$ cat config.mk
export PLATFORM = sky130hd
export DESIGN_NAME = hardware_id_window_classifier
export DESIGN_NICKNAME = d
export VERILOG_FILES = /design/src/rtl/core/hwid_pkg.sv /design/src/rtl/core/hwid_classify.sv /design/src/rtl/core/hardware_id_window_classifier.sv
export SDC_FILE = /design/constraint.sdc
export NUM_CORES = 1
export LEC_CHECK = 0
export BUFFER_PORTS_ARGS = -buffer_cell sky130_fd_sc_hd__buf_2
export CORE_UTILIZATION = 30
export CTS_CLUSTER_DIAMETER = 50
export DETAILED_ROUTE_END_ITERATION = 7
export PLACE_DENSITY = 0.55
export REMOVE_ABC_BUFFERS = 1
export SLEW_MARGIN = 10
export SYNTH_ARGS = -nofsm -noshare
export SYNTH_HDL_FRONTEND = slang
export SYNTH_SLANG_ARGS = --single-unit
$ cat constraint.sdc
create_clock -name clk_i -period 5.4 [get_ports clk_i]
set_input_delay 1.08 -clock clk_i [delete_from_list [all_inputs] [get_ports clk_i]]
set_output_delay 1.08 -clock clk_i [all_outputs]
set_load 0.1 [all_outputs]
$ cat src/rtl/core/hwid_pkg.sv
// Package: types, register map and reset values for the hardware ID window classifier.
`timescale 1ns / 1ps
`default_nettype none

package hwid_pkg;

  localparam int unsigned ADC_BITS = 12;
  localparam int unsigned NUM_VARIANTS = 3;

  // Register map, index order of the configuration port
  typedef enum logic [2:0] {
    REG_OPEN_THR  = 3'd0,
    REG_SHORT_THR = 3'd1,
    REG_V1_NOM    = 3'd2,
    REG_V1_TOL    = 3'd3,
    REG_V2_NOM    = 3'd4,
    REG_V2_TOL    = 3'd5,
    REG_V3_NOM    = 3'd6,
    REG_V3_TOL    = 3'd7
  } cfg_reg_e;

  localparam logic [ADC_BITS-1:0] OPEN_THR_RST  = ADC_BITS'(3900);
  localparam logic [ADC_BITS-1:0] SHORT_THR_RST = ADC_BITS'(200);
  localparam logic [ADC_BITS-1:0] V1_NOM_RST    = ADC_BITS'(1024);
  localparam logic [ADC_BITS-1:0] V2_NOM_RST    = ADC_BITS'(2048);
  localparam logic [ADC_BITS-1:0] V3_NOM_RST    = ADC_BITS'(3072);
  localparam logic [ADC_BITS-1:0] TOL_RST       = ADC_BITS'(100);

  typedef enum logic [2:0] {
    ST_OK       = 3'd0,
    ST_OPEN     = 3'd1,
    ST_SHORT    = 3'd2,
    ST_UNKNOWN  = 3'd3,
    ST_UNSTABLE = 3'd4
  } status_e;

  localparam logic [1:0] VAR_NONE = 2'd0;

  typedef struct packed {
    logic [ADC_BITS-1:0]                    open_thr;
    logic [ADC_BITS-1:0]                    short_thr;
    logic [NUM_VARIANTS-1:0][ADC_BITS-1:0]  nominal;
    logic [NUM_VARIANTS-1:0][ADC_BITS-1:0]  tolerance;
  } cfg_t;

  typedef struct packed {
    logic [ADC_BITS-1:0] sample_code;
    logic                last_sample;
  } in_req_t;

  typedef struct packed {
    logic [2:0] run_status;
    logic [1:0] variant_id;
  } out_req_t;

  typedef struct packed {
    status_e    status;
    logic [1:0] variant;
  } class_t;

endpackage

`default_nettype wire

$ cat src/rtl/core/hwid_classify.sv
// Single-sample classifier: open, short, first matching variant window, else unknown.
`timescale 1ns / 1ps
`default_nettype none

module hwid_window_match
  import hwid_pkg::*;
(
  input  wire logic [ADC_BITS-1:0] code_i,
  input  wire cfg_t                cfg_i,
  output class_t                   class_o
);

  logic [NUM_VARIANTS-1:0] hit;

  always_comb begin
    logic [ADC_BITS-1:0] span;
    for (int v = 0; v < NUM_VARIANTS; v++) begin
      span = (code_i >= cfg_i.nominal[v]) ? (code_i - cfg_i.nominal[v])
                                          : (cfg_i.nominal[v] - code_i);
      hit[v] = (span <= cfg_i.tolerance[v]);
    end
  end

  // open beats short when the thresholds cross; lower variant wins on overlap
  always_comb begin
    class_o.status  = ST_UNKNOWN;
    class_o.variant = VAR_NONE;
    if (code_i > cfg_i.open_thr) begin
      class_o.status = ST_OPEN;
    end else if (code_i < cfg_i.short_thr) begin
      class_o.status = ST_SHORT;
    end else if (hit[0]) begin
      class_o.status  = ST_OK;
      class_o.variant = 2'd1;
    end else if (hit[1]) begin
      class_o.status  = ST_OK;
      class_o.variant = 2'd2;
    end else if (hit[2]) begin
      class_o.status  = ST_OK;
      class_o.variant = 2'd3;
    end
  end

endmodule

`default_nettype wire

$ cat src/rtl/core/hardware_id_window_classifier.sv
// Top level: config registers, input stage, run tracking and result register.
//
//  channel | direction | handshake              | payload
//  --------+-----------+------------------------+-------------------------------
//  in      | input     | in_valid_i / in_stall_o | in_req_i  (sample_code, last)
//  out     | output    | out_valid_o/ out_stall_i| out_req_o (run_status, variant)
//  cfg     | input     | cfg_we_i               | cfg_idx_i, cfg_data_i
//
// One sample per cycle sustained unless a stalled result holds back a last sample.
// A sample is classified in the input register and folded into the run state;
// the last sample of a run moves from the input register into the result
// register, and the result is valid once it is held there.
// Reset restores the register defaults and clears all run state.
// A last sample waits in the input register only while an unread result is stalled.
`timescale 1ns / 1ps
`default_nettype none

module hardware_id_window_classifier
  import hwid_pkg::*;
(
  input  wire logic                clk_i,
  input  wire logic                rst_ni,

  input  wire logic                cfg_we_i,
  input  wire logic [2:0]          cfg_idx_i,
  input  wire logic [ADC_BITS-1:0] cfg_data_i,

  input  wire logic                in_valid_i,
  output logic                     in_stall_o,
  input  wire in_req_t             in_req_i,

  output logic                     out_valid_o,
  input  wire logic                out_stall_i,
  output out_req_t                 out_req_o
);

  cfg_t cfg_q;

  always_ff @(posedge clk_i or negedge rst_ni) begin
    if (!rst_ni) begin
      cfg_q.open_thr     <= OPEN_THR_RST;
      cfg_q.short_thr    <= SHORT_THR_RST;
      cfg_q.nominal[0]   <= V1_NOM_RST;
      cfg_q.nominal[1]   <= V2_NOM_RST;
      cfg_q.nominal[2]   <= V3_NOM_RST;
      cfg_q.tolerance[0] <= TOL_RST;
      cfg_q.tolerance[1] <= TOL_RST;
      cfg_q.tolerance[2] <= TOL_RST;
    end else if (cfg_we_i) begin
      unique case (cfg_reg_e'(cfg_idx_i))
        REG_OPEN_THR:  cfg_q.open_thr     <= cfg_data_i;
        REG_SHORT_THR: cfg_q.short_thr    <= cfg_data_i;
        REG_V1_NOM:    cfg_q.nominal[0]   <= cfg_data_i;
        REG_V1_TOL:    cfg_q.tolerance[0] <= cfg_data_i;
        REG_V2_NOM:    cfg_q.nominal[1]   <= cfg_data_i;
        REG_V2_TOL:    cfg_q.tolerance[1] <= cfg_data_i;
        REG_V3_NOM:    cfg_q.nominal[2]   <= cfg_data_i;
        REG_V3_TOL:    cfg_q.tolerance[2] <= cfg_data_i;
      endcase
    end
  end

  // Input stage
  logic    stg_valid_q;
  in_req_t stg_req_q;
  logic    stg_adv;
  logic    out_free;

  assign out_free   = !out_valid_o || !out_stall_i;
  assign stg_adv    = stg_valid_q && (!stg_req_q.last_sample || out_free);
  assign in_stall_o = stg_valid_q && !stg_adv;

  always_ff @(posedge clk_i or negedge rst_ni) begin
    if (!rst_ni) begin
      stg_valid_q <= 1'b0;
    end else if (!in_stall_o) begin
      stg_valid_q <= in_valid_i;
    end
  end

  always_ff @(posedge clk_i) begin
    if (in_valid_i && !in_stall_o) begin
      stg_req_q <= in_req_i;
    end
  end

  class_t cls;

  hwid_window_match u_classify (
    .code_i  (stg_req_q.sample_code),
    .cfg_i   (cfg_q),
    .class_o (cls)
  );

  // Run state
  logic       first_seen_q, first_seen_d;
  logic [1:0] first_status_q, first_status_d;
  logic [1:0] first_variant_q, first_variant_d;
  logic       run_unstable_q, run_unstable_d;
  logic       out_valid_q, out_valid_d;
  out_req_t   out_req_q, out_req_d;

  always_comb begin
    logic       seen;
    logic [1:0] f_status;
    logic [1:0] f_variant;
    logic       unstable;

    seen      = first_seen_q;
    f_status  = first_status_q;
    f_variant = first_variant_q;
    unstable  = run_unstable_q;

    if (!first_seen_q) begin
      seen      = 1'b1;
      f_status  = cls.status[1:0];
      f_variant = cls.variant;
    end else if ((cls.status != status_e'({1'b0, first_status_q}))
                 || (cls.variant != first_variant_q)) begin
      unstable = 1'b1;
    end

    first_seen_d    = first_seen_q;
    first_status_d  = first_status_q;
    first_variant_d = first_variant_q;
    run_unstable_d  = run_unstable_q;
    out_valid_d     = out_valid_q && out_stall_i;
    out_req_d       = out_req_q;

    if (stg_adv) begin
      if (stg_req_q.last_sample) begin
        first_seen_d    = 1'b0;
        first_status_d  = 2'd0;
        first_variant_d = VAR_NONE;
        run_unstable_d  = 1'b0;
        out_valid_d     = 1'b1;
        if (unstable) begin
          out_req_d.run_status = ST_UNSTABLE;
          out_req_d.variant_id = VAR_NONE;
        end else begin
          out_req_d.run_status = {1'b0, f_status};
          out_req_d.variant_id = f_variant;
        end
      end else begin
        first_seen_d    = seen;
        first_status_d  = f_status;
        first_variant_d = f_variant;
        run_unstable_d  = unstable;
      end
    end
  end

  always_ff @(posedge clk_i or negedge rst_ni) begin
    if (!rst_ni) begin
      first_seen_q    <= 1'b0;
      first_status_q  <= 2'd0;
      first_variant_q <= VAR_NONE;
      run_unstable_q  <= 1'b0;
      out_valid_q     <= 1'b0;
    end else begin
      first_seen_q    <= first_seen_d;
      first_status_q  <= first_status_d;
      first_variant_q <= first_variant_d;
      run_unstable_q  <= run_unstable_d;
      out_valid_q     <= out_valid_d;
    end
  end

  always_ff @(posedge clk_i) begin
    out_req_q <= out_req_d;
  end

  assign out_valid_o = out_valid_q;
  assign out_req_o   = out_req_q;

endmodule

`default_nettype wire
# Word-level counts from Yosys, hierarchy flattened
# Cells that the tools add are included.
# op_classes
addsub	6
mux	21
n_eq_ne	9
reduce_logical	22
order_cmp	8
# ops
op	n
subtractor 12 bit	6
greater-or-equal comparator 12 bit	3
<= comparator 12 bit	3
2-to-1 mux 12 bit	3
AND reduction 2 bit	9
equality test 3 bit, second input constant	4
greater-than comparator 12 bit	1
< comparator 12 bit	1
2-to-1 mux 2 bit	6
2-to-1 mux 5 bit	2
2-to-1 mux 4 bit	2
equality test 3 x 2 -> 1 bit, second input constant	2
2-to-1 mux 1 bit	6
2-to-1 mux 3 bit	2
zero test 1 bit	5
logical AND 1 bit	4
equality test 3 x 1 -> 1 bit, second input constant	1
zero test 3 bit	1
logical OR 1 bit	3
inequality test 3 x 2 -> 1 bit	1
inequality test 2 bit	1
# totals
register_bits	122
inputBits	33
output_inout_bits	7

# Depth between registers and ports, before layout
# Gate-level depths: netlist (run 1).
# depth
ltp_word	13
depth_mapped	22
ltp_nobuf	21

# Hierarchy
# From an unflattened synthesis (run 1), not the netlist that was laid out.
# hier_totals
cells_unflattened	922
hier_area_um2	9351.5
# by_module_without_submodules
mod	instances	seq_area_each_um2	area_each_um2	cells_each
hardware_id_window_classifier	1	3173.0	4692.0	286
hwid_window_match	1	0.0	4659.5	636

# Least setup slack after synthesis (run 1)
# No wires, ideal clock.
# synth_timing
path_type	flip-flop to flip-flop
from	register stg_req_q[1] (netlist name)
to	register out_req_q, in the netlist out_req_o[0] (data pin)
period_less_slack_ns	5.020
arrival_time_ns	4.761
setup_slack_ns	0.380
t_required_ns	5.142
path_buffers	0
path_stages_with_launch	22
setup_ns	0.258
cell_sequence	edfxtp_1 inv_1 ha_1 inv_1 fa_1 a21o_1 a221oi_1 o211a_1 o21ai_2 mux2_2 a21oi_1 o21ai_0 xor2_1 ha_1 a21o_1 a221o_1 a221o_1 o22a_2 and3_1 a2111oi_0 a311o_2 nor2_1
# synth_between
elab_chain_len	12
word_cells_on_any_way	30
# synth_lines
item	line_no	source
start, declared	hardware_id_window_classifier.sv:65	in_req_t stg_req_q;
start signal, assigned	hardware_id_window_classifier.sv:83	stg_req_q <= in_req_i;
subtractor 12 bit, or another cell as far along	hwid_classify.sv:19	: (cfg_i.nominal[v] - code_i);
2-to-1 mux 12 bit	hwid_classify.sv:18	span = (code_i >= cfg_i.nominal[v]) ? (code_i - cfg_i.nominal[v])
<= comparator 12 bit	hwid_classify.sv:20	hit[v] = (span <= cfg_i.tolerance[v]);
2-to-1 mux 4 bit	hwid_classify.sv:38	end else if (hit[2]) begin
2-to-1 mux 4 bit	hwid_classify.sv:35	end else if (hit[1]) begin
2-to-1 mux 5 bit	hwid_classify.sv:32	end else if (hit[0]) begin
2-to-1 mux 3 bit or 2-to-1 mux 2 bit (tied branches)	hwid_classify.sv:30	end else if (code_i < cfg_i.short_thr) begin
2-to-1 mux 3 bit or 2-to-1 mux 2 bit (tied branches)	hwid_classify.sv:28	if (code_i > cfg_i.open_thr) begin
inequality test 3 x 2 -> 1 bit or inequality test 2 bit (tied branches)	hardware_id_window_classifier.sv:118, hardware_id_window_classifier.sv:119	
logical OR 1 bit	hardware_id_window_classifier.sv:119	|| (cls.variant != first_variant_q)) begin
2-to-1 mux 1 bit	hardware_id_window_classifier.sv:118	end else if ((cls.status != status_e'({1'b0, first_status_q}))
2-to-1 mux 1 bit	hardware_id_window_classifier.sv:114	if (!first_seen_q) begin
end signal, assigned	hardware_id_window_classifier.sv:170	out_req_q <= out_req_d;
end, declared	hardware_id_window_classifier.sv:101	out_req_t out_req_q, out_req_d;
# Parallel ways exist; a longest one is shown, timed or not.
# A chain may end at the register's enable or synchronous reset.

# Worst setup path after layout (run 1)
# Same ends and word-level chain as after synthesis.

==> flow_metrics.tcl, run 1 <==
set metrics [dict create \
    ant_nets 0 \
    rr_worst_depth 20 \
    grtUsageTotal_pct 17.48 \
    synth_cells 1016 \
    clk_transition_reported_paths_ps 70 \
    hold_depth 1 \
    synthArstFlopShare_pct 85.25 \
    routed_via_density 5.016 \
    io_pins 40 \
    drive_gt1_share_pct 20.78 \
    insertion_delay_ps 440 \
    tightest_slew_ps 853.9 \
    drt_first_iter_violations 330 \
    cts_tree "yes" \
    gr-total-overflow 0 \
    grt_antenna_before_repair 0 \
    p_total_uw 4680 \
    finalNetCount 1256 \
    num_antenna_cells 0 \
    regArea_um2 3173 \
    drv_cap 0 \
    cts_root_buffer "clkbuf_16" \
    grt_max_degree 55 \
    period_needed_ps 5117 \
    synth_edf_count 18 \
    synthDistinctLibCells 73 \
    synth_seq_cells 122 \
    die_w_um 179.2 \
    max_slew_margin_pct 42.90 \
    clock-skew-final_ps 11.11 \
    final_cells 1498 \
    p_leak_uw 0.005052 \
    max_clock_freq_mhz 195.4 \
    final.setup.tns_ps 0 \
    path_class "flop to flop" \
    clock_path_buffers 2 \
    routabilityCongestion 0.8457 \
    outcome "completed" \
    cp_slowest_stage_delay_ps 420 \
    yosysSeqAreaShare_pct 33.68 \
    cts_made_buffers 17 \
    drt_first_pass_iters 5 \
    dp.cells 1463 \
    final.period_utilization_pct 94.76 \
    wl_um 26380 \
    yosys_warnings 0 \
    crit_fanout 7 \
    final_util_pct 35.83 \
    path_buf_inv 2 \
    power_density_nw_per_um2 424.8 \
    hold_viol 0 \
    slew_viol_final 0 \
    pre_cts_ws_ps -1.537 \
    cts_max_level 4 \
    critPathCaptureType "flop" \
    cp-start-kind "flop" \
    setup_viol 0 \
    multiInputGateArea_um2 5782 \
    portBuffers 39 \
    crit_family "compound AO/OA/AOI/OAI gates" \
    grt_pass1_vias 7662 \
    die-height_um 179.2 \
    slowest_stage "a2111oi_4" \
    ir_worst_vdd_mv 0.1957 \
    vias 7514 \
    drc 0 \
    cp_cell_sequence "inv_2 -> ha_1 -> inv_1 -> fa_1 -> a211oi_2 -> o21ai_2 -> a2111oi_4 -> o21ai_2 -> or3b_1 -> nor4b_1 -> mux2_2 -> a211oi_2 -> ha_1 -> and4_1 -> a221oi_2 -> a21oi_4 -> nor4bb_2 -> o31ai_2 -> a311o_2 -> nor2_1" \
    cts_sinks 122 \
    reg2reg_from "stg_req_q[1]" \
    finalWorstSetupSlack_ps 282.7 \
    arrival_ps 5410 \
    coreArea_um2 30750 \
    hold_class "flop to flop" \
    syn_area_per_cell_um2 9.272 \
    initial_core_util_pct 30.64 \
    reg2reg_slack_ps 280 \
    area_delta_synth_final_pct 16.95 \
    synthFlopType "dfrtp_1" \
    dp_hpwl_um 20370 \
    cp_data_required_time_ps 5700 \
    cts_hold_buffers 0 \
    min_to "cfg_q[3]" \
    dieArea_um2 32110 \
    wire_per_inst_um 17.61 \
    grt_pass1_wl_um 41950 \
    rr_endpoint "out_req_o[0]" \
    hp-start "cfg_q[3]" \
    fillers 3216 \
    rows 64 \
    syn-cell-area_um2 9420 \
]
==> area by class of cell <==
type | instances | share of cell area, %
clock buffer | 17 | 3.861
multi-input combinational | 740 | 52.48
inverter | 130 | 4.429
tap | 396 | 4.497
timing repair buffer | 78 | 4.486
sequential | 122 | 28.80
clock inverter | 15 | 1.442
==> layer usage <==
| metal | share of wire (%) | vias to the layer above | global-route usage, % |
|---|---|---|---|
| li1 | - | 3719 | - |
| met1 | 47 | 3642 | 22.47 |
| met2 | 47 | 113 | 28.91 |
| met3 | 2.6 | 40 | 2.841 |
| met4 | 3.4 | 0 | 7.353 |
| met5 | 0 | - | 0 |
==> cells in the mapped netlist (4+ instances only) <==
| library cell | count | share of area [%] |
|---|---|---|
| a211o_1 | 5 | 0.46 |
| a211oi_1 | 7 | 0.56 |
| a21o_1 | 17 | 1.4 |
| a21oi_1 | 64 | 3.4 |
| a31oi_1 | 7 | 0.46 |
| and2_1 | 6 | 0.40 |
| and3_1 | 7 | 0.46 |
| and4_1 | 4 | 0.37 |
| buf_1 | 4 | 0.16 |
| buf_2 | 7 | 0.37 |
| clkbuf_1 | 11 | 0.44 |
| dfrtp_1 | 80 | 21 |
| dfstp_2 | 24 | 6.7 |
| edfxtp_1 | 18 | 5.7 |
| fa_1 | 6 | 1.3 |
| ha_1 | 128 | 17 |
| inv_1 | 130 | 5.2 |
| mux2_2 | 58 | 6.9 |
| mux2i_1 | 20 | 2.1 |
| nand2_1 | 91 | 3.6 |
| nand2b_1 | 19 | 1.3 |
| nand3_1 | 12 | 0.64 |
| nand4_1 | 15 | 1.0 |
| nand4b_1 | 4 | 0.37 |
| nor2_1 | 42 | 1.7 |
| nor2b_1 | 11 | 0.73 |
| nor3_1 | 19 | 1.0 |
| nor3b_1 | 7 | 0.56 |
| o211ai_1 | 4 | 0.32 |
| o21a_1 | 7 | 0.56 |
| o21ai_0 | 86 | 4.6 |
| o21bai_1 | 5 | 0.40 |
| o31ai_1 | 8 | 0.64 |
| xnor2_1 | 20 | 1.9 |
| xor2_1 | 8 | 0.74 |
==> repair_timing <==
action / CTS / global route
setup endpoints to repair: 4 / 7
pin swaps: 0 / 12
resized for setup: 1 / 25
setup buffers: 0 / 3
==> registers in the layout, summed over array words and instances (netlist names) <==
| register | count |
|---|---|
| stg_valid_q | 1 |
| cfg_q | 96 |
| first_status_q | 2 |
| out_req_o | 5 |
| out_valid_o | 1 |
| stg_req_q | 13 |
| run_unstable_q | 1 |
| first_variant_q | 2 |
| first_seen_q | 1 |
==> kinds of logic (layout without fill, tap and decap cells) <==
group	count (synthesis)	count (layout)	share of synthesized area [%]
XOR/XNOR	28	28	2.603
adder cells (fa/ha/maj)	134	134	18.28
AND/OR/NAND/NOR	251	251	13.30
flip-flops	122	122	33.68
buffers and inverters	154	240	6.389
multiplexers	78	78	9.058
AO/OA/AOI/OAI	249	249	16.70
==> worst max path at each step <==
stage | from | to | slack [ps] | depth (start not counted)
after floorplan | stg_req_q[1] | out_req_o[0] | 160 | 20
after global placement | stg_req_q[1] | out_req_o[1] | 50 | 20
after detailed placement | stg_req_q[1] | out_req_o[0] | -2 | 20
after CTS | stg_req_q[1] | out_req_o[0] | 0.06 | 23
after global routing | stg_req_q[1] | out_req_o[0] | -10 | 21
final | stg_req_q[1] | out_req_o[0] | 280 | 20
==> cell usage in the layout, fill, tap and decap left out, types with 8 or more instances in the layout <==
master	count
inv_1	129
ha_1	128
nand2_1	91
o21ai_0	84
dfrtp_1	80
a21oi_1	61
mux2_2	58
nor2_1	42
buf_4	39
buf_2	38
dfstp_2	24
xnor2_1	20
nand2b_1	19
mux2i_1	18
edfxtp_1	18
a21o_1	17
nor3_1	17
clkbuf_16	17
nand4_1	15
nor2b_1	11
nand3_1	11
xor2_1	8
==> through the flow <==
step / hold WS, ps / area [um2]
2_1_floorplan: 472.3 / 9306
3_3_place_gp: 487.2 / 10290
3_5_place_dp: 489.5 / 10290
4_1_cts: 506.4 / 10880
5_1_grt: 517.7 / 11020
6_report: 506.8 / 11020
==> power breakdown <==
part | internal (uW) | switching [uW]
Sequential | 1140 | 112
Combinational | 986 | 1280
Clock | 652 | 511
Total | 2780 | 1900
Note: power is estimated with default switching activity, not from simulation.
==> run 2: changes to the inputs <==
--- a/config.mk
+++ b/config.mk
@@ -6,10 +6,10 @@
 export NUM_CORES = 1
 export LEC_CHECK = 0
 export BUFFER_PORTS_ARGS = -buffer_cell sky130_fd_sc_hd__buf_2
-export CORE_UTILIZATION = 30
+export CORE_UTILIZATION = 63
 export CTS_CLUSTER_DIAMETER = 50
 export DETAILED_ROUTE_END_ITERATION = 7
-export PLACE_DENSITY = 0.55
+export PLACE_DENSITY = 0.91
 export REMOVE_ABC_BUFFERS = 1
 export SLEW_MARGIN = 10
 export SYNTH_ARGS = -nofsm -noshare
==> run 2 against run 1 <==
The flow now finishes with violations (setup timing). Via count is 11% higher. Non-clock buffer count is 3 lower. Hold slack worse by 1.0 ps. Sequential power hardly changed. Clock skew is 0.70 ps higher. Final area is 2.5% lower. Die area is 52% lower. Wire length is 2.4% higher. Critical path depth is 1 higher. Register-to-register slack worse by 300 ps. Final cell count is 14% lower. Critical path type unchanged. Critical endpoint unchanged. Highest routed layer unchanged.
==> flow_metrics.tcl, run 2 (synthesis gave the netlist of run 1 again) <==
set metrics [dict create \
    area_delta_synth_final_pct 14.07 \
    final_cells 1284 \
    finalWorstSetupSlack_ps -14.88 \
    largest_reg_flops 96 \
    crit_fanout 19 \
    insertion_delay_ps 430 \
    max_slew_margin_pct 40.34 \
    hold_viol 0 \
    dp_hpwl_um 18930 \
    cts_made_buffers 17 \
    grt_max_degree 61 \
    power_density_nw_per_um2 447.1 \
    routed_via_density 6.505 \
    grtUsageTotal_pct 34.83 \
    period_needed_ps 5415 \
    initial_core_util_pct 64.57 \
    hold_class "flop to flop" \
    p_leak_uw 0.005041 \
    cts_sinks 122 \
    drive_gt1_share_pct 19.93 \
    finalNetCount 1253 \
    cts_tree "yes" \
    ir_worst_vdd_mv 0.3009 \
    layout_common_cells "129 x inv_1, 128 x ha_1, 91 x nand2_1" \
    gr-total-overflow 0 \
    final_common_cell "inv_1" \
    arrival_ps 5700 \
    wire_per_inst_um 21.04 \
    dieArea_um2 15450 \
    drt_first_iter_violations 779 \
    routabilityCongestion 0.9667 \
    cp_data_required_time_ps 5690 \
    die-height_um 124.3 \
    max_clock_freq_mhz 184.7 \
    drt_first_pass_iters 5 \
    tightest_slew_ps 890.3 \
    rows 44 \
    largest_register "cfg_q" \
    final.period_utilization_pct 100.3 \
    outcome "complete, but fails checks" \
    cp_cell_sequence "inv_2 -> ha_1 -> inv_1 -> fa_2 -> a211oi_2 -> o21ai_2 -> a2111oi_4 -> o21ai_1 -> buf_4 -> o311a_1 -> o221a_2 -> nor2_1 -> ha_1 -> nand3_1 -> nand2_1 -> a221oi_2 -> a21oi_4 -> nor4bb_4 -> o31ai_4 -> a311o_2 -> nor2_1" \
    grt_pass1_wl_um 41640 \
    final_util_pct 73.65 \
    vias 8353 \
    clk_transition_reported_paths_ps 60 \
    die_w_um 124.3 \
    critPathCaptureType "flop" \
    setup_viol 3 \
    grt_pass1_vias 8257 \
    ant_nets 0 \
    path_class "flop to flop" \
    cp-start-kind "flop" \
    crit_family "compound AO/OA/AOI/OAI gates" \
    dp.cells 1242 \
    coreArea_um2 14590 \
    clock-skew-final_ps 11.81 \
    io_pins 40 \
    drc 0 \
    grt_antenna_before_repair 1 \
    wl_um 27010 \
    cts_root_buffer "clkbuf_16" \
    cts_max_level 4 \
    slew_viol_final 0 \
    violations "setup timing" \
    portBuffers 39 \
    cts_hold_buffers 0 \
    drv_cap 0 \
    cp_slowest_stage_delay_ps 420 \
    path_buf_inv 3 \
    clock_path_buffers 2 \
    slowest_stage "edfxtp_1" \
]
-- run 2: worst paths after layout --
path | start | end | slack, ps | cells past startpoint
max | stg_req_q[1] | out_req_o[0] | -10 | 21
min | cfg_q[9] | cfg_q[9] | 510 | 1
max reg2reg | stg_req_q[1] | out_req_o[0] | -10 | 21
min reg2reg | cfg_q[9] | cfg_q[9] | 510 | 1
max in group asynchronous | rst_ni | cfg_q[65] | 3580 | 2
min in group asynchronous | rst_ni | cfg_q[74] | 730 | 1
-- run 2: power breakdown --
group	internal (uW)	total, uW	switching [uW]
clock	722	1150	429
combinational	997	2380	1390
sequential	1140	1270	125
total	2860	4800	1940
-- run 2: per-layer routing --
layer  up-vias  part of all wire [%]  global-route usage [%]
met5         -                     0                       0
met4         0                   7.3                   25.16
met3       169                   7.9                   7.088
met2       470                    46                   55.57
met1      3994                    39                   41.97
li1       3720                     -                       -
-- run 2: timing repair --
item,4_1_cts,5_1_grt
resized for setup,6,21
endpoints found under the hold margin,0,0
setup endpoints to repair,6,8
pin swaps,0,16
buffers inserted,0,9
-- run 2: stage by stage --
stage	TNS [ps]	total power [uW]	worst slack (ps)	area, um2	hold WS (ps)
floorplan	0	2810	156.9	9306	472.3
global placement	0	3276	110.9	9957	487.0
detailed placement	-759.2	3407	-165.5	9957	492.8
CTS	0	4601	3.386	10570	504.4
global route	-989.7	5062	-221.7	10750	516.2
finish	-29.64	4804	-14.88	10750	505.8
-- run 2: layout make-up --
class,instances,area [um2]
clock buffers,20,436.7
diodes,1,2.502
multi-input cells,740,5796
repair buffers,75,467.9
flip-flops and latches,122,3173
well taps,184,230.2
fillers,906,3844
inverters,130,488.0
clock inverters,12,151.4
==> run 3: changes to the inputs <==
--- a/config.mk
+++ b/config.mk
@@ -10,6 +10,7 @@
 export CTS_CLUSTER_DIAMETER = 50
 export DETAILED_ROUTE_END_ITERATION = 7
 export PLACE_DENSITY = 0.91
+export RECOVER_POWER = 25
 export REMOVE_ABC_BUFFERS = 1
 export SLEW_MARGIN = 10
 export SYNTH_ARGS = -nofsm -noshare
==> run 3 against run 2 <==
Largest cell class unchanged. Power barely moved. Count of clock-buffer cells in the layout did not move. Core utilization barely moved. The run ends with capacitance limit, slew limit, setup timing left. Highest routed layer unchanged.
==> flow_metrics.tcl, run 3 (synthesis gave the netlist of run 1 again) <==
set metrics [dict create \
    power_frac_seq_pct 26.4 \
    arrival_ps 5700 \
    final.period_utilization_pct 100.3 \
    ir_worst_vdd_mv 0.3009 \
    ant_nets 0 \
    crit_family "compound AO/OA/AOI/OAI gates" \
    grt_antenna_before_repair 1 \
    drv_cap 1 \
    drt_first_iter_violations 779 \
    clockPowerShare_pct 23.9 \
    max_slew_margin_pct -117.7 \
    pre_cts_ws_ps -165.5 \
    p_int_uw 2863 \
    hp-start "cfg_q[9]" \
    multiInputGateArea_um2 5796 \
    clock-skew-final_ps 11.78 \
    cp_cell_sequence "inv_2 -> ha_1 -> inv_1 -> fa_2 -> a211oi_2 -> o21ai_2 -> a2111oi_4 -> o21ai_1 -> buf_4 -> o311a_1 -> o221a_2 -> nor2_1 -> ha_1 -> nand3_1 -> nand2_1 -> a221oi_2 -> a21oi_4 -> nor4bb_4 -> o31ai_4 -> a311o_2 -> nor2_1" \
    fin_hold_ws_ps 505.8 \
    initial_core_util_pct 64.57 \
    die-height_um 124.3 \
    max_clock_freq_mhz 184.7 \
    gr-total-overflow 0 \
    portBuffers 39 \
    cts_root_buffer "clkbuf_16" \
    grt_pass1_vias 8257 \
    layout_common_cells "129 x inv_1, 128 x ha_1, 91 x nand2_1" \
    die_w_um 124.3 \
    cts_tree "yes" \
    violations "capacitance limit, slew limit, setup timing" \
    place_area_um2 9957 \
    final_common_cell "inv_1" \
    cp_slowest_stage_delay_ps 420 \
    area_delta_synth_final_pct 14.01 \
    cp_data_required_time_ps 5690 \
    combPwrFrac_pct 49.6 \
    regArea_um2 3173 \
    critPathCaptureType "flop" \
    path_buf_inv 3 \
    hold_class "flop to flop" \
    insertion_delay_ps 430 \
    outcome "complete, but fails checks" \
    slew_viol_final 61 \
    p_total_uw 4803 \
    tightest_slew_ps 3266 \
    power_density_nw_per_um2 447.2 \
    dp_hpwl_um 18930 \
    finalNetCount 1253 \
    p_leak_uw 0.005035 \
    path_class "flop to flop" \
    power_switching_uw 1941 \
    fillers 907 \
    stdcell_area_um2 10740 \
    period_needed_ps 5416 \
    grt_max_degree 61 \
    setup_viol 3 \
    critPathLaunch "stg_req_q[1]" \
    largest_reg_flops 96 \
    coreArea_um2 14590 \
    clock_path_buffers 2 \
    switching_share_pct 40.40 \
    drive_gt1_share_pct 19.75 \
    drc 0 \
    clk_transition_reported_paths_ps 60 \
    grt_pass1_wl_um 41640 \
    final.setup.tns_ps -31.42 \
    finalWorstSetupSlack_ps -15.52 \
    cts_max_level 4 \
    wire_per_inst_um 21.03 \
    vias 8360 \
    reg2reg_from "stg_req_q[1]" \
    crit_fanout 19 \
    drt_first_pass_iters 5 \
    routed_via_density 6.511 \
    largest_register "cfg_q" \
    rows 44 \
    slowest_stage "edfxtp_1" \
    wl_um 27000 \
    dieArea_um2 15450 \
    grtUsageTotal_pct 34.83 \
    io_pins 40 \
    cp-start-kind "flop" \
    routabilityCongestion 0.9667 \
    cts_made_buffers 17 \
    hold_viol 0 \
    cts_sinks 122 \
]
==> run 3: cell types whose count changed in the layout (fill, tap and decap cells not counted), sizes merged <==
cell / previous run / this run
buf: 75 / 73
clkbuf: 20 / 22
==> run 3: what timing repair did <==
action                     in CTS  in global routing
gates cloned                    0                  0
setup endpoints to repair       6                  8
pin swaps                       0                 16
gates resized for setup         6                 21
hold endpoints to repair        0                  0
hold buffers                    0                  0
setup buffers                   0                  9
==> run 3: worst register-to-register path: cells and delay by family (launching register included) <==
family / cells / cell delay, ps
AO/OA/AOI/OAI: 10 / 2640
AND/OR/NAND/NOR: 5 / 900
adder cells (fa/ha/maj): 3 / 890
buffers and inverters: 3 / 430
flip-flops: 1 / 420
==> run 3: per-stage QoR <==
step | cells | utilization [%]
finish | 1284 | 73.62
detailed placement | 1242 | 68.25
CTS | 1274 | 72.47
global route | 1284 | 73.62
floorplan | 992 | -
global placement | 1242 | 68.25
==> run 3: final timing paths <==
kind	to	slack, ps	cells past startpoint
setup / recovery	out_req_o[0]	-20	21
hold / removal	cfg_q[9]	510	1
setup reg to reg	out_req_o[0]	-20	21
hold reg to reg	cfg_q[9]	510	1
max in group asynchronous	cfg_q[65]	1720	2
min in group asynchronous	cfg_q[74]	1740	1
==> run 3: layout make-up <==
type                    count  area share [%]
well taps                 184           2.144
flip-flops and latches    122           29.54
repair buffers             75           4.310
multi-input cells         740           53.96
diodes                      1         0.02330
inverters                 130           4.543
clock inverters            12           1.410
clock buffers              20           4.066
==> run 3: per-layer routing <==
| layer | global-route usage [%] | part of all wire (%) | vias to the layer above | routed length, um |
|---|---|---|---|---|
| li1 | - | - | 3721 | - |
| met1 | 41.97 | 39 | 3995 | 10400 |
| met2 | 55.57 | 46 | 473 | 12480 |
| met3 | 7.088 | 8.0 | 171 | 2147 |
| met4 | 25.16 | 7.3 | 0 | 1977 |
| met5 | 0 | 0 | - | 0 |
==> run 3: power groups by stage <==
stage	Combinational [uW]	Clock [uW]	Sequential, uW
final	2380	1150	1270
after global placement	2020	0	1260
after floorplan	1540	0	1270
after global routing	2590	1190	1290
after CTS	2190	1150	1260
after detailed placement	2140	0	1270
